<file path="src/hw/rtl/wmts_pkg.sv">
// ----------------------------------------------------------------------------
// wmts_pkg: shared types and constants for the wire message threat screen
// Holds header offsets, rule constants, register indexes and the structs
// passed between the tracker, the config block and the verdict stage.
// ----------------------------------------------------------------------------
package wmts_pkg;

  localparam int COUNT_BITS = 16;
  localparam logic [COUNT_BITS-1:0] CNT_MAX = {COUNT_BITS{1'b1}};

  // compare width wide enough for 2*(len-21) and a 31-bit limit
  localparam int CMP_W = 34;

  localparam int CFG_IDX_W  = 2;
  localparam int CFG_DATA_W = 31;

  localparam logic [CFG_IDX_W-1:0] REG_SIZE_LIMIT    = 2'd0;
  localparam logic [CFG_IDX_W-1:0] REG_CLAIMED_LIMIT = 2'd1;
  localparam logic [CFG_IDX_W-1:0] REG_ZLIB_MIN_LEN  = 2'd2;

  localparam logic [15:0] SIZE_LIMIT_RST    = 16'd4096;
  localparam logic [30:0] CLAIMED_LIMIT_RST = 31'd5000;
  localparam logic [15:0] ZLIB_MIN_LEN_RST  = 16'd100;

  localparam logic [31:0] OPCODE_COMPRESSED = 32'd2012;
  localparam logic [7:0]  COMPRESS_ZLIB     = 8'd2;
  localparam int          HDR_FIXED         = 21;
  localparam int          HDR_MIN_LEN       = 16;
  localparam logic [15:0] ZLIB_MAGIC        = 16'h9C78;

  // header field offsets
  localparam int OFS_LENGTH = 0;
  localparam int OFS_OPCODE = 12;
  localparam int OFS_CLAIM  = 16;
  localparam int OFS_KIND   = 20;
  localparam int LEAD_LEN   = 2;

  // pattern history: "pin" + 'g', "$d" + 'b'
  localparam logic [23:0] PING_HEAD = 24'h70696E;
  localparam logic [7:0]  CHAR_G    = 8'h67;
  localparam logic [15:0] DB_HEAD   = 16'h2464;
  localparam logic [7:0]  CHAR_B    = 8'h62;

  typedef struct packed {
    logic [15:0] size_limit;
    logic [30:0] claimed_limit;
    logic [15:0] zlib_min_len;
  } wmts_cfg_t;

  typedef struct packed {
    logic [COUNT_BITS-1:0] len;
    logic [31:0]           header_length;
    logic [31:0]           header_opcode;
    logic [31:0]           size_claim;
    logic [7:0]            compress_kind;
    logic [15:0]           lead_bytes;
    logic                  pattern_seen;
  } wmts_msg_t;

endpackage

</file>
<file path="src/hw/rtl/wire_message_threat_screen_unit.sv">
// ----------------------------------------------------------------------------
// wire_message_threat_screen_unit: streaming message threat screen
// Takes a message one byte per transfer on the input channel (data_byte,
// last) and gives one transfer on the output channel per message: the
// suspicious flag, produced when the byte marked last has been processed.
// Bytes that are not last produce no output transfer.
// Throughput: one byte per cycle. The transfer edge loads the input register;
// the tracker and the rule logic feed the result register combinationally,
// and out_valid rises once the result of the last byte is loaded there.
// When the receiver stalls with a flag pending, bytes that are not last keep
// flowing; the next last byte waits in the input register until the pending
// flag is taken. Limits must be written on the cfg port while the unit is
// idle; the unit itself does not enforce this.
// Reset (rst, synchronous) empties both registers, clears the message state
// and loads the default limits.
// ----------------------------------------------------------------------------
module wire_message_threat_screen_unit (
  input  logic                             clk,
  input  logic                             rst,
  input  logic                             in_valid,
  output logic                             in_ready,
  input  logic [7:0]                       data_byte,
  input  logic                             last,
  output logic                             out_valid,
  input  logic                             out_ready,
  output logic                             suspicious,
  input  logic                             cfg_we,
  input  logic [wmts_pkg::CFG_IDX_W-1:0]   cfg_index,
  input  logic [wmts_pkg::CFG_DATA_W-1:0]  cfg_data
);

  logic                in_full;
  logic [7:0]          in_byte;
  logic                in_last;
  logic                advance;
  wmts_pkg::wmts_cfg_t cfg;
  wmts_pkg::wmts_msg_t msg;

  // a last byte needs room in the result register
  assign advance  = in_full && (!in_last || !out_valid || out_ready);
  assign in_ready = !in_full || advance;

  always_ff @(posedge clk) begin
    if (rst) begin
      in_full <= 1'b0;
    end else if (in_ready) begin
      in_full <= in_valid;
    end
  end

  always_ff @(posedge clk) begin
    if (in_valid && in_ready) begin
      in_byte <= data_byte;
      in_last <= last;
    end
  end

  wmts_cfg u_cfg (
    .clk       (clk),
    .rst       (rst),
    .cfg_we    (cfg_we),
    .cfg_index (cfg_index),
    .cfg_data  (cfg_data),
    .cfg       (cfg)
  );

  wmts_track u_track (
    .clk       (clk),
    .rst       (rst),
    .step      (advance),
    .data_byte (in_byte),
    .last      (in_last),
    .msg       (msg)
  );

  wmts_verdict u_verdict (
    .clk        (clk),
    .rst        (rst),
    .load       (advance && in_last),
    .msg        (msg),
    .cfg        (cfg),
    .out_valid  (out_valid),
    .out_ready  (out_ready),
    .suspicious (suspicious)
  );

endmodule

</file>
<file path="src/hw/rtl/wmts_cfg.sv">
// ----------------------------------------------------------------------------
// wmts_cfg: configuration registers
// Decodes the write port into the three limit registers.
// ----------------------------------------------------------------------------
module wmts_cfg (
  input  logic                             clk,
  input  logic                             rst,
  input  logic                             cfg_we,
  input  logic [wmts_pkg::CFG_IDX_W-1:0]   cfg_index,
  input  logic [wmts_pkg::CFG_DATA_W-1:0]  cfg_data,
  output wmts_pkg::wmts_cfg_t              cfg
);

  always_ff @(posedge clk) begin
    if (rst) begin
      cfg.size_limit    <= wmts_pkg::SIZE_LIMIT_RST;
      cfg.claimed_limit <= wmts_pkg::CLAIMED_LIMIT_RST;
      cfg.zlib_min_len  <= wmts_pkg::ZLIB_MIN_LEN_RST;
    end else if (cfg_we) begin
      unique case (cfg_index)
        wmts_pkg::REG_SIZE_LIMIT:    cfg.size_limit    <= cfg_data[15:0];
        wmts_pkg::REG_CLAIMED_LIMIT: cfg.claimed_limit <= cfg_data[30:0];
        wmts_pkg::REG_ZLIB_MIN_LEN:  cfg.zlib_min_len  <= cfg_data[15:0];
        default: ;
      endcase
    end
  end

endmodule

</file>
<file path="src/hw/rtl/wmts_track.sv">
// ----------------------------------------------------------------------------
// wmts_track: per-message tracking
// Byte counter, header captures, lead bytes and the pattern history.
// Presents the state as it stands after the current byte.
// ----------------------------------------------------------------------------
module wmts_track (
  input  logic                 clk,
  input  logic                 rst,
  input  logic                 step,
  input  logic [7:0]           data_byte,
  input  logic                 last,
  output wmts_pkg::wmts_msg_t  msg
);

  localparam int CB = wmts_pkg::COUNT_BITS;

  logic [CB-1:0] byte_count, byte_count_next;
  logic [31:0]   header_length, header_length_next;
  logic [31:0]   header_opcode, header_opcode_next;
  logic [31:0]   size_claim, size_claim_next;
  logic [7:0]    compress_kind, compress_kind_next;
  logic [15:0]   lead_bytes, lead_bytes_next;
  logic [23:0]   recent_bytes, recent_bytes_next;
  logic          pattern_seen, pattern_seen_next;
  logic [1:0]    lane;

  assign lane = byte_count[1:0];

  always_comb begin
    header_length_next = header_length;
    header_opcode_next = header_opcode;
    size_claim_next    = size_claim;
    compress_kind_next = compress_kind;
    lead_bytes_next    = lead_bytes;

    // offsets 0, 12 and 16 are 4-aligned, so the low count bits pick the lane
    if (byte_count < CB'(wmts_pkg::OFS_LENGTH + 4)) begin
      header_length_next[{lane, 3'b000} +: 8] = data_byte;
    end else if (byte_count >= CB'(wmts_pkg::OFS_OPCODE) &&
                 byte_count <  CB'(wmts_pkg::OFS_OPCODE + 4)) begin
      header_opcode_next[{lane, 3'b000} +: 8] = data_byte;
    end else if (byte_count >= CB'(wmts_pkg::OFS_CLAIM) &&
                 byte_count <  CB'(wmts_pkg::OFS_CLAIM + 4)) begin
      size_claim_next[{lane, 3'b000} +: 8] = data_byte;
    end else if (byte_count == CB'(wmts_pkg::OFS_KIND)) begin
      compress_kind_next = data_byte;
    end
    if (byte_count < CB'(wmts_pkg::LEAD_LEN)) begin
      lead_bytes_next[{lane[0], 3'b000} +: 8] = data_byte;
    end

    pattern_seen_next = pattern_seen ||
                        (recent_bytes == wmts_pkg::PING_HEAD && data_byte == wmts_pkg::CHAR_G) ||
                        (recent_bytes[15:0] == wmts_pkg::DB_HEAD &&
                         data_byte == wmts_pkg::CHAR_B);
    recent_bytes_next = {recent_bytes[15:0], data_byte};

    byte_count_next = (byte_count != wmts_pkg::CNT_MAX) ? byte_count + 1'b1 : byte_count;
  end

  always_ff @(posedge clk) begin
    if (rst || (step && last)) begin
      byte_count    <= '0;
      header_length <= '0;
      header_opcode <= '0;
      size_claim    <= '0;
      compress_kind <= '0;
      lead_bytes    <= '0;
      recent_bytes  <= '0;
      pattern_seen  <= 1'b0;
    end else if (step) begin
      byte_count    <= byte_count_next;
      header_length <= header_length_next;
      header_opcode <= header_opcode_next;
      size_claim    <= size_claim_next;
      compress_kind <= compress_kind_next;
      lead_bytes    <= lead_bytes_next;
      recent_bytes  <= recent_bytes_next;
      pattern_seen  <= pattern_seen_next;
    end
  end

  assign msg.len           = byte_count_next;
  assign msg.header_length = header_length_next;
  assign msg.header_opcode = header_opcode_next;
  assign msg.size_claim    = size_claim_next;
  assign msg.compress_kind = compress_kind_next;
  assign msg.lead_bytes    = lead_bytes_next;
  assign msg.pattern_seen  = pattern_seen_next;

endmodule

</file>
<file path="src/hw/rtl/wmts_verdict.sv">
// ----------------------------------------------------------------------------
// wmts_verdict: threat rules and result register
// Evaluates the rules on the finished message and holds the flag until
// the output transfer.
// ----------------------------------------------------------------------------
module wmts_verdict (
  input  logic                 clk,
  input  logic                 rst,
  input  logic                 load,
  input  wmts_pkg::wmts_msg_t  msg,
  input  wmts_pkg::wmts_cfg_t  cfg,
  output logic                 out_valid,
  input  logic                 out_ready,
  output logic                 suspicious
);

  localparam int CW = wmts_pkg::CMP_W;

  logic [CW-1:0] len_w;
  logic [CW-1:0] twice;
  logic [CW-1:0] claim_w;
  logic [CW-1:0] hlen_w;
  logic          long_hdr;
  logic          claim_hit;
  logic          size_hit;
  logic          zlib_hit;
  logic          verdict;

  assign len_w    = CW'(msg.len);
  // only used when len > 21, so the subtraction never wraps there
  assign twice    = (len_w - CW'(wmts_pkg::HDR_FIXED)) << 1;
  assign claim_w  = CW'(msg.size_claim[30:0]);
  assign hlen_w   = CW'(msg.header_length[30:0]);
  assign long_hdr = len_w >= CW'(wmts_pkg::HDR_MIN_LEN);

  // negative header words never exceed a limit
  assign claim_hit = long_hdr &&
                     msg.header_opcode == wmts_pkg::OPCODE_COMPRESSED &&
                     len_w > CW'(wmts_pkg::HDR_FIXED) &&
                     msg.compress_kind == wmts_pkg::COMPRESS_ZLIB &&
                     !msg.size_claim[31] &&
                     (claim_w > twice || claim_w > CW'(cfg.claimed_limit));

  assign size_hit = long_hdr &&
                    ((!msg.header_length[31] && hlen_w > CW'(cfg.size_limit)) ||
                     len_w > CW'(cfg.size_limit));

  assign zlib_hit = len_w > CW'(cfg.zlib_min_len) && msg.lead_bytes == wmts_pkg::ZLIB_MAGIC;

  assign verdict = claim_hit || size_hit || zlib_hit || msg.pattern_seen;

  always_ff @(posedge clk) begin
    if (rst) begin
      out_valid <= 1'b0;
    end else if (load) begin
      out_valid <= 1'b1;
    end else if (out_ready) begin
      out_valid <= 1'b0;
    end
  end

  always_ff @(posedge clk) begin
    if (load) begin
      suspicious <= verdict;
    end
  end

endmodule
</file>
<file path="config.mk">
export PLATFORM = sky130hd
export DESIGN_NAME = wire_message_threat_screen_unit
export DESIGN_NICKNAME = d
export VERILOG_FILES = /design/src/hw/rtl/wmts_pkg.sv /design/src/hw/rtl/wire_message_threat_screen_unit.sv /design/src/hw/rtl/wmts_cfg.sv /design/src/hw/rtl/wmts_track.sv /design/src/hw/rtl/wmts_verdict.sv
export SDC_FILE = /design/constraint.sdc
export NUM_CORES = 1
export LEC_CHECK = 0
export BUFFER_PORTS_ARGS = -buffer_cell sky130_fd_sc_hd__buf_2
export CAP_MARGIN = 25
export CORE_MARGIN = 3
export CORE_UTILIZATION = 59
export CTS_BUF_LIST = sky130_fd_sc_hd__clkbuf_8
export DETAILED_ROUTE_END_ITERATION = 6
export HOLD_SLACK_MARGIN = 0.1
export PLACE_DENSITY = 0.79
export SLEW_MARGIN = 20
export SYNTH_ARGS = -nofsm -noshare
export SYNTH_HDL_FRONTEND = slang
export SYNTH_HIERARCHICAL = 1
export SYNTH_SLANG_ARGS = --single-unit
</file>
<file path="constraint.sdc">
create_clock -name clk -period 4.1 [get_ports clk]
set_input_delay 0 -clock clk [delete_from_list [all_inputs] [get_ports clk]]
set_output_delay 0 -clock clk [all_outputs]
set_load 0.005 [all_outputs]
</file>
======== Word-level counts from Yosys, hierarchy flattened ========
Index checks and enable logic that the tools add are counted.
storage, ports and cells
  register bits after elaboration ......... 236
  bits of input ports ..................... 47
  word-level logic and storage cells ...... 102
cells by class
  add/subtract/negate cells ............... 4
  magnitude comparators ................... 13
  equal/unequal tests ..................... 11
  shift-type cells ........................ 4
  mux-type cells .......................... 18
  reduce and logical (&&, ||, !) cells .... 36
operator list
  operator                                                        number
  two-way mux 32 bit                                              6
  bitwise mux 32 bit                                              3
  greater-than comparator 31 x 34 -> 1 bit                        1
  == test 32 x 11 -> 1 bit, second input constant                 1
  >= comparator 16 x 5 -> 1 bit, second input constant            2
  greater-than comparator 16 bit                                  2
  less-than comparator 16 x 5 -> 1 bit, second input constant     2
  two-way mux 16 bit                                              2
  two-way mux 8 bit                                               4
  variable shift 8 x 7 -> 32 bit, first input constant            1
  variable part select 8 x 7 -> 32 bit                            1
  greater-than comparator 31 x 16 -> 1 bit                        1
  greater-than comparator 31 bit                                  1
  == test 24 x 23 -> 1 bit, second input constant                 1
  subtractor 16 x 5 -> 17 bit, second input constant              1
  adder 16 x 1 -> 16 bit, second input constant                   1
  bitwise mux 16 bit                                              1
  == test 16 x 14 -> 1 bit, second input constant                 1
  == test 16 bit, second input constant                           1
  == test 16 x 5 -> 1 bit, second input constant                  1
  == test 8 x 7 -> 1 bit, second input constant                   2
  >= comparator 16 x 4 -> 1 bit, second input constant            1
  greater-than comparator 16 x 5 -> 1 bit, second input constant  1
  less-than comparator 16 x 2 -> 1 bit, second input constant     1
  other kinds (16)                                                47

======== Longest topological paths before layout ========
  depth in word-level cells ............... 14
  gate-level depth with buffers ........... 19

======== Modules after synthesis ========
The synthesis kept the hierarchy.
by module, submodules not included
  module                           times used  cells each  area an instance (um^2)  seq. area each (um^2)
  wmts_track                       1           1041        8570.7                   3223.1
  wmts_verdict                     1           423         3154.3                   50.0
  wmts_cfg                         1           252         2636.3                   1261.2
  wire_message_threat_screen_unit  1           18          350.3                    290.3

======== Worst setup path after synthesis ========
Ideal clock, no wire load.
  path kind ............................... register to register
  start point ............................. reg u_track.byte_count[5]
  end point ............................... reg u_verdict.suspicious (data pin)
  library setup time ...................... 0.266 ns
  arrival time ............................ 4.183 ns
  slack ................................... -0.349 ns
  cell stages (with the launch flop) ...... 18
  path buffers ............................ 2
  period minus slack after synthesis ...... 4.449 ns
  path through ............................ dfxtp_1 -> clkbuf_1 -> nand4_1 -> clkbuf_1 -> nor4_2 -> nor2_1 -> xor2_1 -> nor4_2 -> nand3_2 -> nor2_1 -> inv_1 -> ha_1 -> a21o_1 -> a21o_1 -> a2111oi_0 -> o211a_1 -> o32a_1 -> nand4_1
RTL lines
  element                 RTL line            RTL
  start, declared         wmts_track.sv:17    logic [CB-1:0] byte_count, byte_count_next;
  start signal, assigned  wmts_track.sv:72    byte_count <= byte_count_next;
  end signal, assigned    wmts_verdict.sv:64  suspicious <= verdict;
  end, declared           wmts_verdict.sv:14  output logic suspicious

==> results by group <==
Setup path
  – Slowest CP cell: or4_4
  – Crit Path Class: register to register
  – Max Fanout on Critical Path: 16
  – CP endpoint kind: register
  – CP Launch Type: register
  – Data required, critical path: between 4000 and 5000 ps
  – Crit path arrival time: between 4000 and 5000 ps
  – Worst flop-to-flop path startpoint: u_track/byte_count[13]
  – Cells along the critical path: buf_4, or4_4, or4_4, buf_12, o21ai_0, o21ai_0, ha_1, a211oi_2, nor2_1, o41ai_2, o211ai_1, a21oi_1, o32a_1, nand4_1
  – Start point of the critical path: u_track/byte_count[13]
  – CP peak stage delay: ~550 ps

Cells and area
  – Register area: ~0.0048 mm^2
  – Final Instance Count excl. Fillers: ~2.3k
  – Fill cells: approximately 1.9k
  – Multi-input logic area: 0.00945 mm^2
  – P&R area growth vs syn: 20.4%
  – Fin util: 0.726
  – Final #Nets: 2,077
  – Share of layout cells above drive strength 1: 0.181
  – # diodes: 0

Routing
  – Post-detailed-route count of antenna-violating nets: 0
  – Final wirelength: 43,000 um
  – Drt first pass iters: 7
  – WL/cell: 19.0 um
  – Drc violations: 10
  – Initial DRC Count: about 1.1k
  – Vias/cell: ~6.0
  – Via count: 13.5k

Logic synthesis
  – Syn nets: 1,897
  – Area leader, netlist: dfxtp_1
  – Top-count cell post-synth: nand2_1
  – Yosys cell types: 71
  – Top FF cell, synth: dfxtp_1
  – Post-synth EDFFs: 10
  – Top post-synthesis cells by area: dfxtp_1, mux2i_1, ha_1
  – Area share of the largest cell type after synthesis: 0.308
  – Avg Cell Area, Syn: 8.48 um^2
  – Post-synth ARST share: 0
  – Post-synth top cells: nand2_1, dfxtp_1, mux2i_1
  – Post-synthesis sequential area ratio: 0.328
  – Post-Syn Instances: 1,734
  – #FFs+latches synth: 236
  – Syn. warnings: 6
  – Mapped Area: 0.0147 mm^2

Power and ir drop
  – Sw frac: 0.259
  – Peak supply drop: 0.294 mV
  – Int Power: 3.80 mW
  – Pwr per Cell Area: 290 mW/mm^2
  – Clock Power Share: 0.421
  – Sequential Power Share: 0.468
  – Switching pwr: 1.33 mW
  – Total power: 5.13 mW
  – Combinational power share: 0.111
  – P_leak: 7.75 nW

Clock network
  – H-Tree Depth: 2
  – CTS tree: built
  – Clock slew at reported path FFs: 60 ps
  – Clock Sinks: between 200 and 250
  – Clk buf depth: 3
  – Worst-Skew Late Latency: approximately 540 ps
  – Clk root buf: clkbuf_8
  – CTS buffer count: 40

Run
  – Max-cap viol count: 0

Place
  – Pre-CTS setup slack: -104 ps
  – DPL Wire Length: around 31,000 um
  – Placed Cells: around 2.1k
  – GPL Wtd Cong: between 0.9 and 1
  – Port Buffers: around 50

Hold path
  – Hold path startpoint: last
  – Hold crit path type: primary input to register

Timing
  – Final worst slack: 65.6 ps
  – Normalized max-slew margin: 0.325
  – Slew @ Worst Pin: a little over 1000 ps
  – Clock Skew: 16.1 ps
  – Final Hold Fails: 0
  – Top achievable clock speed: 248 MHz
  – RSZ-0062 raised after global routing: true
  – Pins over their slew limit: 0
  – Final setup violation count: 0
  – Period utilization: 0.984
  – Tmin final: 4030 ps

Global route
  – Vias in the first global route: 13.1k
  – Initial antenna violation count: 0
  – First-pass GRT wire length: around 67,000 um
  – All-Layer GR Usage: 0.310
  – Grt ovf: 0
  – Pin count of the biggest net entering global routing: 103

Die
  – Ports: 50
  – Die X: 164 um
  – Die H: 164 um
  – Initial Utilization: 0.603
  – Core area: between 0.02 and 0.025 mm^2
  – Die Area: roughly 0.027 mm^2
  – Row Count: 57

Outcome
  – Outcome: finished, violations left
  – Failing checks: design-rule violations
-- critical path: cells and delay by family (launching register included) --
kind	cells	cell delay [ps]
fa+ha+maj	1	280
simple gates	4	1240
compound gates	7	1610
buf+inv	2	320
flops	1	330
-- cell usage in the layout, fill, tap and decap left out, types with 10 or more instances in the layout --
cell | Yosys | final
mux2i_1 | 217 | 217
buf_2 | 9 | 49
mux2_2 | 23 | 22
edfxtp_1 | 10 | 10
xnor2_1 | 15 | 13
a21oi_1 | 56 | 55
ha_1 | 116 | 111
buf_4 | 3 | 128
nor2_1 | 85 | 83
nand4_1 | 43 | 43
nand3_1 | 55 | 52
clkbuf_8 | 0 | 49
dlygate4sd3_1 | 0 | 52
nor4_1 | 20 | 16
o21ai_1 | 4 | 13
dfxtp_1 | 226 | 216
inv_1 | 92 | 101
nor4_2 | 8 | 10
nand2_1 | 244 | 243
and2_1 | 10 | 10
o211ai_1 | 13 | 13
nand2b_1 | 89 | 89
a21o_1 | 13 | 13
o21ai_0 | 135 | 124
nor3_1 | 18 | 13
-- worst paths after layout --
check                                 to  slack, ps  cells after the start
setup / recovery    u_verdict/suspicious         70                     14
hold / removal                   in_last        170                      2
setup reg to reg    u_verdict/suspicious         70                     14
hold reg to reg   u_track/byte_count[13]        450                      1
-- per-stage QoR --
stage | cell area (um^2) | hold slack, ps | setup TNS (ps)
2_1_floorplan | 14900 | 69.1 | -48.3
3_5_place_dp | 16000 | 178 | -104
3_3_place_gp | 16000 | 176 | -57.6
6_report | 17700 | 174 | 0
4_1_cts | 17400 | 142 | 0
5_1_grt | 17700 | 153 | -154
-- power groups by stage --
stage	sequential (mW)	clock, mW	combinational [mW]
final	2.40	2.16	0.567
after global routing	2.41	2.30	0.613
after CTS	2.40	2.20	0.537
after detailed placement	2.45	0	0.498
after global placement	2.45	0	0.483
after floorplan	2.42	0	0.346
-- layout make-up --
type                    count  share of cell area
multi-input cells        1306               0.533
flip-flops and latches    236               0.273
repair buffers            237               0.105
clock buffers              49              0.0381
well taps                 324              0.0229
inverters                  93              0.0200
clock inverters            18             0.00735
-- sequential cells by signal, summed over array words and instances, names as in the netlist, 8 cells and up --
| register | cells |
|---|---|
| u_track/size_claim | 32 |
| u_track/compress_kind | 8 |
| u_cfg/cfg | 63 |
| u_track/header_opcode | 32 |
| u_track/header_length | 32 |
| u_track/recent_bytes | 24 |
| in_byte | 8 |
| u_track/byte_count | 16 |
| u_track/lead_bytes | 16 |
-- logic make-up (layout without fill, tap and decap cells) --
logic type / Yosys count / in the layout / synth area share
buf+inv: 192 / 397 / 0.0526
xor+xnor: 25 / 25 / 0.0149
simple gates: 657 / 657 / 0.232
compound gates: 260 / 260 / 0.101
mux: 248 / 248 / 0.173
fa+ha+maj: 116 / 116 / 0.0987
flops: 236 / 236 / 0.328
-- metal layers --
| metal | share of wire | wire, um | vias up | GRT usage |
|---|---|---|---|---|
| met3 | 0.074 | 3200 | 115 | 0.0567 |
| li1 | - | - | 6489 | - |
| met2 | 0.46 | 19600 | 522 | 0.504 |
| met4 | 0.041 | 1740 | 0 | 0.126 |
| met1 | 0.43 | 18400 | 6360 | 0.406 |
| met5 | 0 | 0 | - | 0 |
-- what timing repair did --
action / in CTS / in global routing
hold buffers: 52 / 0
pin swaps: 0 / 27
setup endpoints to repair: 1 / 1
resized for setup: 2 / 58
endpoints found under the hold margin: 107 / 0
setup buffers: 0 / 19
gates cloned: 0 / 1
Power figures use the tool's default switching activity.
